## src/rtl/lrups_pkg.sv

```systemverilog
// Shared types and constants for the LRU page replacement stack.
package lrups_pkg;

   localparam int PAGE_W  = 32;  // request page number field
   localparam int COUNT_W = 32;  // request and miss totals
   localparam int CFG_W   = 5;   // table_size register

   localparam logic [CFG_W-1:0]   TABLE_SIZE_RESET = 5'd16;
   localparam logic [COUNT_W-1:0] COUNT_MAX        = {COUNT_W{1'b1}};

   // Per-cell control, driven by the top level.
   typedef struct packed {
      logic step;   // a non-zero request is being taken this cycle
      logic live;   // cell index is below the fill level
      logic slide;  // cell index is inside the shift window
   } lrups_cell_ctl_type;

endpackage

```

## src/rtl/lrups_if.sv

```systemverilog
// Channel interfaces: request, response and table_size write port.
interface lrups_req_if import lrups_pkg::*; ();
   logic              valid;
   logic              ready;
   logic [PAGE_W-1:0] page_number;

   modport source (output valid, output page_number, input ready);
   modport sink   (input valid, input page_number, output ready);
endinterface

interface lrups_rsp_if import lrups_pkg::*; ();
   logic               valid;
   logic               ready;
   logic               ignored;
   logic               hit;
   logic               fault;
   logic [COUNT_W-1:0] request_total;
   logic [COUNT_W-1:0] miss_total;

   modport source (output valid, output ignored, output hit, output fault,
                   output request_total, output miss_total, input ready);
   modport sink   (input valid, input ignored, input hit, input fault,
                   input request_total, input miss_total, output ready);
endinterface

interface lrups_csr_if import lrups_pkg::*; ();
   logic             valid;
   logic             ready;
   logic [CFG_W-1:0] table_size;

   modport source (output valid, output table_size, input ready);
   modport sink   (input valid, input table_size, output ready);
endinterface

```

## src/rtl/lrups_cell.sv

```systemverilog
// One stack cell: holds a page, compares it, and takes its neighbor's page on a shift.
module lrups_cell import lrups_pkg::*; #(
   parameter int KEY_BITS = 32
) (
   input  logic                clock,
   input  lrups_cell_ctl_type  ctl,
   input  logic [KEY_BITS-1:0] page,
   input  logic [KEY_BITS-1:0] prev_entry,
   input  logic                seen_in,
   output logic [KEY_BITS-1:0] entry,
   output logic                seen_out
);

   logic [KEY_BITS-1:0] entry_ff;
   logic                match;

   assign match    = ctl.live && (entry_ff == page);
   assign seen_out = seen_in | match;
   assign entry    = entry_ff;

   // A cell past the hit slot keeps its page; the hit slot and the cells in front move back.
   always_ff @(posedge clock) begin
      if (ctl.step && ctl.slide && !seen_in) begin
         entry_ff <= prev_entry;
      end
   end

endmodule

```

## src/rtl/lru_page_replacement_stack.sv

```systemverilog
// Top level: LRU recency stack built as a row of compare-and-shift cells.
//
//   port     dir  beat carries
//   req_bus  in   page_number
//   rsp_bus  out  ignored, hit, fault, request_total, miss_total
//   csr_bus  in   table_size
//
// One request per cycle while the output register can take it: every cell compares and the
// shift window shifts in the same cycle, the hit position ripples down the cell row as a seen flag.
// Response sits in an output register; a new request is taken while the
// register is empty or being drained.
// Synchronous reset clears fill level, totals and response valid and sets table_size to 16; no
// clearing pass, stack entries beyond the fill level are never compared.
module lru_page_replacement_stack import lrups_pkg::*; #(
   parameter int DEPTH     = 16,
   parameter int PAGE_BITS = 32
) (
   input  logic           clock,
   input  logic           reset,
   lrups_req_if.sink      req_bus,
   lrups_rsp_if.source    rsp_bus,
   lrups_csr_if.sink      csr_bus
);

   localparam int KEY_BITS = (PAGE_BITS < PAGE_W) ? PAGE_BITS : PAGE_W;
   localparam int FILL_W   = $clog2(DEPTH + 1);
   localparam int CMP_W    = (FILL_W > CFG_W) ? FILL_W : CFG_W;

   logic [CFG_W-1:0]   table_size_ff;
   logic [FILL_W-1:0]  fill_ff, fill_in;
   logic [COUNT_W-1:0] req_cnt_ff, req_cnt_in;
   logic [COUNT_W-1:0] miss_cnt_ff, miss_cnt_in;

   logic               rsp_valid_ff, rsp_valid_in;
   logic               ignored_ff, hit_ff, fault_ff;

   logic [KEY_BITS-1:0] page;
   logic                ignored, hit, go;
   logic [CMP_W-1:0]    ts_wide;
   logic [FILL_W-1:0]   size, fill_cut, lim;

   logic [KEY_BITS-1:0] entry [DEPTH];
   logic                seen  [DEPTH+1];

   assign page    = req_bus.page_number[KEY_BITS-1:0];
   assign ignored = (page == '0);

   assign req_bus.ready = !rsp_valid_ff || rsp_bus.ready;
   assign go            = req_bus.valid && req_bus.ready;
   assign csr_bus.ready = 1'b1;

   // Frames in use: zero acts as one, anything above DEPTH acts as DEPTH.
   always_comb begin
      ts_wide = CMP_W'(table_size_ff);
      if (ts_wide == '0) begin
         size = FILL_W'(1);
      end else if (ts_wide > CMP_W'(DEPTH)) begin
         size = FILL_W'(DEPTH);
      end else begin
         size = ts_wide[FILL_W-1:0];
      end
      fill_cut = (fill_ff > size) ? size : fill_ff;
      // Deepest cell that may shift: on a miss the filled part and the next free
      // cell (last frame when full); on a hit the seen flag cuts it further.
      lim = (fill_cut < size - FILL_W'(1)) ? fill_cut : size - FILL_W'(1);
   end

   assign seen[0] = 1'b0;

   for (genvar k = 0; k < DEPTH; k++) begin : g_cell
      lrups_cell_ctl_type  ctl;
      logic [KEY_BITS-1:0] prev_entry;

      assign ctl.step  = go && !ignored;
      assign ctl.live  = FILL_W'(k) < fill_cut;
      assign ctl.slide = FILL_W'(k) <= lim;

      if (k == 0) begin : g_head
         assign prev_entry = page;
      end else begin : g_body
         assign prev_entry = entry[k-1];
      end

      lrups_cell #(
         .KEY_BITS (KEY_BITS)
      ) u_cell (
         .clock      (clock),
         .ctl        (ctl),
         .page       (page),
         .prev_entry (prev_entry),
         .seen_in    (seen[k]),
         .entry      (entry[k]),
         .seen_out   (seen[k+1])
      );
   end

   assign hit = seen[DEPTH];

   always_comb begin
      fill_in      = fill_ff;
      req_cnt_in   = req_cnt_ff;
      miss_cnt_in  = miss_cnt_ff;
      rsp_valid_in = rsp_valid_ff && !rsp_bus.ready;
      if (go) begin
         rsp_valid_in = 1'b1;
         if (!ignored) begin
            fill_in = fill_cut;
            if (req_cnt_ff != COUNT_MAX) begin
               req_cnt_in = req_cnt_ff + COUNT_W'(1);
            end
            if (!hit) begin
               if (miss_cnt_ff != COUNT_MAX) begin
                  miss_cnt_in = miss_cnt_ff + COUNT_W'(1);
               end
               if (fill_cut < size) begin
                  fill_in = fill_cut + FILL_W'(1);
               end
            end
         end
      end
   end

   always_ff @(posedge clock) begin
      if (reset) begin
         table_size_ff <= TABLE_SIZE_RESET;
         fill_ff       <= '0;
         req_cnt_ff    <= '0;
         miss_cnt_ff   <= '0;
         rsp_valid_ff  <= 1'b0;
      end else begin
         if (csr_bus.valid && csr_bus.ready) begin
            table_size_ff <= csr_bus.table_size;
         end
         fill_ff      <= fill_in;
         req_cnt_ff   <= req_cnt_in;
         miss_cnt_ff  <= miss_cnt_in;
         rsp_valid_ff <= rsp_valid_in;
      end
   end

   always_ff @(posedge clock) begin
      if (go) begin
         ignored_ff <= ignored;
         hit_ff     <= !ignored && hit;
         fault_ff   <= !ignored && !hit;
      end
   end

   assign rsp_bus.valid         = rsp_valid_ff;
   assign rsp_bus.ignored       = ignored_ff;
   assign rsp_bus.hit           = hit_ff;
   assign rsp_bus.fault         = fault_ff;
   assign rsp_bus.request_total = req_cnt_ff;
   assign rsp_bus.miss_total    = miss_cnt_ff;

`ifndef SYNTH
   a_fill_bound: assert property (@(posedge clock) disable iff (reset)
      fill_ff <= FILL_W'(DEPTH))
      else $error("fill level above depth");

   a_one_outcome: assert property (@(posedge clock) disable iff (reset)
      rsp_valid_ff |-> $onehot({ignored_ff, hit_ff, fault_ff}))
      else $error("response outcome not one-hot");

   a_req_count: assert property (@(posedge clock) disable iff (reset)
      (go && !ignored) |=> (req_cnt_ff != '0))
      else $error("request total zero after a request");

   a_miss_count: assert property (@(posedge clock) disable iff (reset)
      (go && !ignored && !hit) |=> (miss_cnt_ff != '0) && (fill_ff != '0))
      else $error("fault left miss total or fill level at zero");

   a_miss_le_req: assert property (@(posedge clock) disable iff (reset)
      miss_cnt_ff <= req_cnt_ff)
      else $error("miss total above request total");
`endif

endmodule
```

## src/flat_wrapper.sv

```systemverilog
// flat-port wrapper written by rule: the top's interface ports become plain ports
module lru_page_replacement_stack_flat import lrups_pkg::*;
#(
   parameter int DEPTH     = 16,
   parameter int PAGE_BITS = 32
)
  (clock, reset, req_bus_valid, req_bus_page_number, req_bus_ready, rsp_bus_valid, rsp_bus_ignored, rsp_bus_hit, rsp_bus_fault, rsp_bus_request_total, rsp_bus_miss_total, rsp_bus_ready, csr_bus_valid, csr_bus_table_size, csr_bus_ready);
  lrups_req_if req_bus_i ();
  lrups_rsp_if rsp_bus_i ();
  lrups_csr_if csr_bus_i ();
  input  logic clock;
  input  logic reset;
  input wire logic [$bits(req_bus_i.valid)-1:0] req_bus_valid;
  input wire logic [$bits(req_bus_i.page_number)-1:0] req_bus_page_number;
  output wire logic [$bits(req_bus_i.ready)-1:0] req_bus_ready;
  output wire logic [$bits(rsp_bus_i.valid)-1:0] rsp_bus_valid;
  output wire logic [$bits(rsp_bus_i.ignored)-1:0] rsp_bus_ignored;
  output wire logic [$bits(rsp_bus_i.hit)-1:0] rsp_bus_hit;
  output wire logic [$bits(rsp_bus_i.fault)-1:0] rsp_bus_fault;
  output wire logic [$bits(rsp_bus_i.request_total)-1:0] rsp_bus_request_total;
  output wire logic [$bits(rsp_bus_i.miss_total)-1:0] rsp_bus_miss_total;
  input wire logic [$bits(rsp_bus_i.ready)-1:0] rsp_bus_ready;
  input wire logic [$bits(csr_bus_i.valid)-1:0] csr_bus_valid;
  input wire logic [$bits(csr_bus_i.table_size)-1:0] csr_bus_table_size;
  output wire logic [$bits(csr_bus_i.ready)-1:0] csr_bus_ready;
  assign req_bus_i.valid = req_bus_valid;
  assign req_bus_i.page_number = req_bus_page_number;
  assign req_bus_ready = req_bus_i.ready;
  assign rsp_bus_valid = rsp_bus_i.valid;
  assign rsp_bus_ignored = rsp_bus_i.ignored;
  assign rsp_bus_hit = rsp_bus_i.hit;
  assign rsp_bus_fault = rsp_bus_i.fault;
  assign rsp_bus_request_total = rsp_bus_i.request_total;
  assign rsp_bus_miss_total = rsp_bus_i.miss_total;
  assign rsp_bus_i.ready = rsp_bus_ready;
  assign csr_bus_i.valid = csr_bus_valid;
  assign csr_bus_i.table_size = csr_bus_table_size;
  assign csr_bus_ready = csr_bus_i.ready;
  lru_page_replacement_stack #(.DEPTH(DEPTH), .PAGE_BITS(PAGE_BITS)) u_core (.clock(clock), .reset(reset), .req_bus(req_bus_i), .rsp_bus(rsp_bus_i), .csr_bus(csr_bus_i));
endmodule
```

## config.mk

```make
export PLATFORM = sky130hd
export DESIGN_NAME = lru_page_replacement_stack_flat
export DESIGN_NICKNAME = d
export VERILOG_FILES = /design/src/rtl/lrups_pkg.sv /design/src/rtl/lrups_if.sv /design/src/rtl/lrups_cell.sv /design/src/rtl/lru_page_replacement_stack.sv /design/src/flat_wrapper.sv
export SDC_FILE = /design/constraint.sdc
export NUM_CORES = 1
export LEC_CHECK = 0
export ABC_AREA = 1
export BUFFER_PORTS_ARGS = -buffer_cell sky130_fd_sc_hd__buf_4
export CORE_ASPECT_RATIO = 1.2
export CORE_UTILIZATION = 39
export CTS_CLUSTER_DIAMETER = 200
export DETAILED_ROUTE_END_ITERATION = 8
export GPL_TIMING_DRIVEN = 0
export HOLD_SLACK_MARGIN = 0.12
export MAX_ROUTING_LAYER = met4
export SYNTH_ARGS = -nofsm -noshare
export SYNTH_HDL_FRONTEND = slang
export SYNTH_SLANG_ARGS = --single-unit
```

## constraint.sdc

```tcl
create_clock -name clock -period 8.8 [get_ports clock]
set_clock_uncertainty 0.2 [all_clocks]
set_input_delay 0.88 -clock clock [delete_from_list [all_inputs] [get_ports clock]]
set_output_delay 0.88 -clock clock [all_outputs]
set_load 0.02 [all_outputs]
```

==> parameters.txt <==
Parameter                              Value

Status
  Result of the run    complete, no violations

Floorplanning
  Die area    71370 sq um
  I/O pin count    112
  Num rows    106
  Die Y    292.4 um
  Die boundary width    244.0 um
  Core footprint    69630 sq um
  Initial core utilization    0.3937

STA
  Slew of the pin with the lowest slew margin    1.227 ns
  Max_slew headroom    0.1737
  Final slew viol count    0
  Fraction of the cycle the final worst path needs    0.7665
  Final hold violation count    0
  Count of endpoints failing setup in the final report    0
  Hold Worst Slack    0.2308 ns
  Post-layout minimum cycle time    6.745 ns
  RSZ-0062 raised after global routing    false
  Achievable frequency    0.1483 GHz

Worst setup path
  Arrival time reported for the critical path endpoint    6.78 ns
  Maximum fanout encountered on the critical timing path    32
  Type of element capturing the critical path    register
  Required arrival time at the worst endpoint    8.84 ns
  Type of the worst setup path    reg -> reg
  Startpoint types    register

Synth
  Cells after Synth    2438
  Count of warnings emitted by yosys    0
  Post-Synthesis Net Count    2497
  Mean instance size in the synthesized netlist    11.25 sq um
  Most instantiated flip-flop cell in the synthesis netlist    sky130_fd_sc_hd__edfxtp_1
  Number of flops mapped to enable cells by yosys    515
  Async set or reset register ratio after synthesis    0
  Share of the yosys chip area belonging to registers    0.6188
  Total standard cell area after synthesis    27420 sq um
  Number of distinct library cell variants in the gate-level netlist after synthesis    48
  Synth Register Bits    590

Drt
  Average wire per cell in the routed design    20.04 um
  Total routed wirelength    72170 um
  DRC violation count after routing    0
  Drt pass-1 iters    7
  Remaining antenna violation count    0
  Vias after detailed routing    18100
  Initial detailed-routing violation count    1122
  Vias per cell    5.026

Clocking
  TritonCTS clock tree    yes
  Number of buffers between clock root and the deepest sink    3
  Maximum level of the CTS H-tree    2
  Number of buffers inserted by hold repair at cts    0
  Resized cells post-CTS    0
  Root buffer selected by CTS    sky130_fd_sc_hd__clkbuf_16
  Clock Pin Slew Worst Setup and Hold Paths    0.07 ns
  TritonCTS buffer count    58
  Number of buffers inserted to repair setup after CTS    0
  Later-pin clock latency in the skew report    0.63 ns
  Sink Count    590

Global routing
  Number of antenna violations at the first check in global routing    0
  Global-route wire length before repair    109500 um
  Total GRT Usage    0.2079
  Via count of the first global-routing pass    18440
  Largest net degree at the start of global routing    33
  Sum of overflow across all layers after global routing    0

Power
  Worst VDD drop    173.0 uV
  Leakage power    11.26 nW
  Total power divided by cell area    285.0 nW/um^2
  Total Power    9.033 mW

Finish
  Share of cells above drive strength 1    0.1457
  Post-route core utilization    0.4552
  Net count, final    2696
  Layout Area Growth over Synthesis    15.61%
  Total inserted antenna cells    0

Place
  RD Place Congestion    0.9197
  Input/output buffers    109
  Post-detailed-placement half-perimeter wirelength    55290 um

Hold path
  Hold Crit Class    in -> reg

Job
  Max-cap viol count    0
-- final cells by class --
| cell class | instances | area [sq um] |
|---|---|---|
| plain buffers | 82 | 508.0 |
| repair buffers | 139 | 1219 |
| clock buffers | 71 | 1521 |
| flip-flops and latches | 590 | 16970 |
| well taps | 918 | 1149 |
| multi-input cells | 1597 | 9405 |
| inverters | 169 | 634.4 |
| fillers | 6438 | 37930 |
| clock inverters | 35 | 292.8 |
-- sequential cells by signal (all words and copies together) (netlist names), 5 cells and up --
signal,cells
u_core.g_cell.u_cell.entry,512
u_core.rsp_bus.request_total,32
u_core.rsp_bus.miss_total,32
u_core.table_size_ff,5
u_core.fill_ff,5
-- cell usage after synthesis (all sizes together) (43+ instances only) --
library cell  number  area (sq um)
a21oi             74         370.4
buf               68         454.2
dfxtp             75          1501
edfxtp           515         15460
inv              167         626.9
nand2            423          1605
nand3            109         563.0
nand4             95         606.8
nor2             241         933.4
nor3              43         215.2
or2               65         406.6
xnor2            273          2391
xor2             147          1287
-- through the flow --
step	setup slack (ns)	area [sq um]	setup TNS, ns	instances
2_1_floorplan	1.125	27420	0	2438
5_1_grt	1.481	31700	0	3601
4_1_cts	2.094	31700	0	3601
6_report	2.055	31700	0	3601
3_3_place_gp	-4.068	29390	-595.38	3465
3_5_place_dp	2.106	29880	0	3495
-- worst paths after layout --
kind | from | end | slack, ns | cells past startpoint
min reg2reg | u_core.g_cell[7].u_cell.entry[0] | u_core.g_cell[8].u_cell.entry[0] | 0.25 | 0
max | u_core.table_size_ff[2] | u_core.g_cell[13].u_cell.entry[26] | 2.05 | 27
max reg2reg | u_core.table_size_ff[2] | u_core.g_cell[13].u_cell.entry[26] | 2.05 | 27
min | req_bus_page_number[19] | u_core.g_cell[0].u_cell.entry[19] | 0.23 | 1
-- report_power, final --
group	internal, mW	leakage [nW]	switching [mW]	total [mW]
sequential	4.15	5.46	0.478	4.63
clock	1.34	0.882	1.09	2.44
combinational	0.740	4.92	1.23	1.97
-- cells by family after synthesis --
| logic type | Yosys count | synth area share |
|---|---|---|
| buffers and inverters | 251 | 0.04162 |
| flip-flops | 590 | 0.6188 |
| AND/OR/NAND/NOR | 1023 | 0.1691 |
| other | 1 | 0.0001368 |
| XOR/XNOR | 420 | 0.1342 |
| adder cells (fa/ha/maj) | 17 | 0.007758 |
| AO/OA/AOI/OAI | 136 | 0.02839 |
-- routing by layer --
| metal | global-route usage | share of wire | up-vias | wire [um] |
|---|---|---|---|---|
| met4 | 0.05320 | 0.024 | 0 | 1744 |
| li1 | - | - | 8679 | - |
| met5 | - | 0 | - | 0 |
| met1 | 0.2421 | 0.41 | 8888 | 29610 |
| met2 | 0.3742 | 0.52 | 431 | 37710 |
| met3 | 0.02877 | 0.043 | 99 | 3109 |
-- cell usage in the layout (no fill, tap or decap), drive strengths merged, types with 43 or more instances in the layout --
cell type  instances
nand3            109
nand4             95
xor2             147
inv              167
xnor2            273
a21oi             74
nor2             241
nor3              43
nand2            423
or2               65
edfxtp           515
clkbuf            85
dfxtp             75
buf              207
-- worst max-delay path: stages, from the launching register on --
cell and delay [ns]:
sky130_fd_sc_hd__dfxtp_1 0.33, sky130_fd_sc_hd__nor2_1 0.19, sky130_fd_sc_hd__nand3_1 0.09, sky130_fd_sc_hd__nand2_1 0.09, sky130_fd_sc_hd__nand2_1 0.16, sky130_fd_sc_hd__ha_1 0.33
sky130_fd_sc_hd__nand2_1 0.05, sky130_fd_sc_hd__nor2_1 0.14, sky130_fd_sc_hd__nand2_1 0.11, sky130_fd_sc_hd__nand3_2 0.14, sky130_fd_sc_hd__nand2_1 0.07, sky130_fd_sc_hd__nand2_1 0.26
sky130_fd_sc_hd__inv_1 0.28, sky130_fd_sc_hd__ha_1 0.38, sky130_fd_sc_hd__nand2_1 0.09, sky130_fd_sc_hd__inv_1 0.06, sky130_fd_sc_hd__nand3_1 0.08, sky130_fd_sc_hd__o221ai_2 0.36
sky130_fd_sc_hd__o21ai_0 0.50, sky130_fd_sc_hd__inv_1 0.20, sky130_fd_sc_hd__nor2_1 0.10, sky130_fd_sc_hd__inv_1 0.11, sky130_fd_sc_hd__nand2_1 0.15, sky130_fd_sc_hd__a21oi_1 0.16
sky130_fd_sc_hd__inv_1 0.19, sky130_fd_sc_hd__nor2_4 0.53, sky130_fd_sc_hd__buf_16 0.23, sky130_fd_sc_hd__and3_2 0.76
Note: power is estimated with default switching activity, not from simulation.
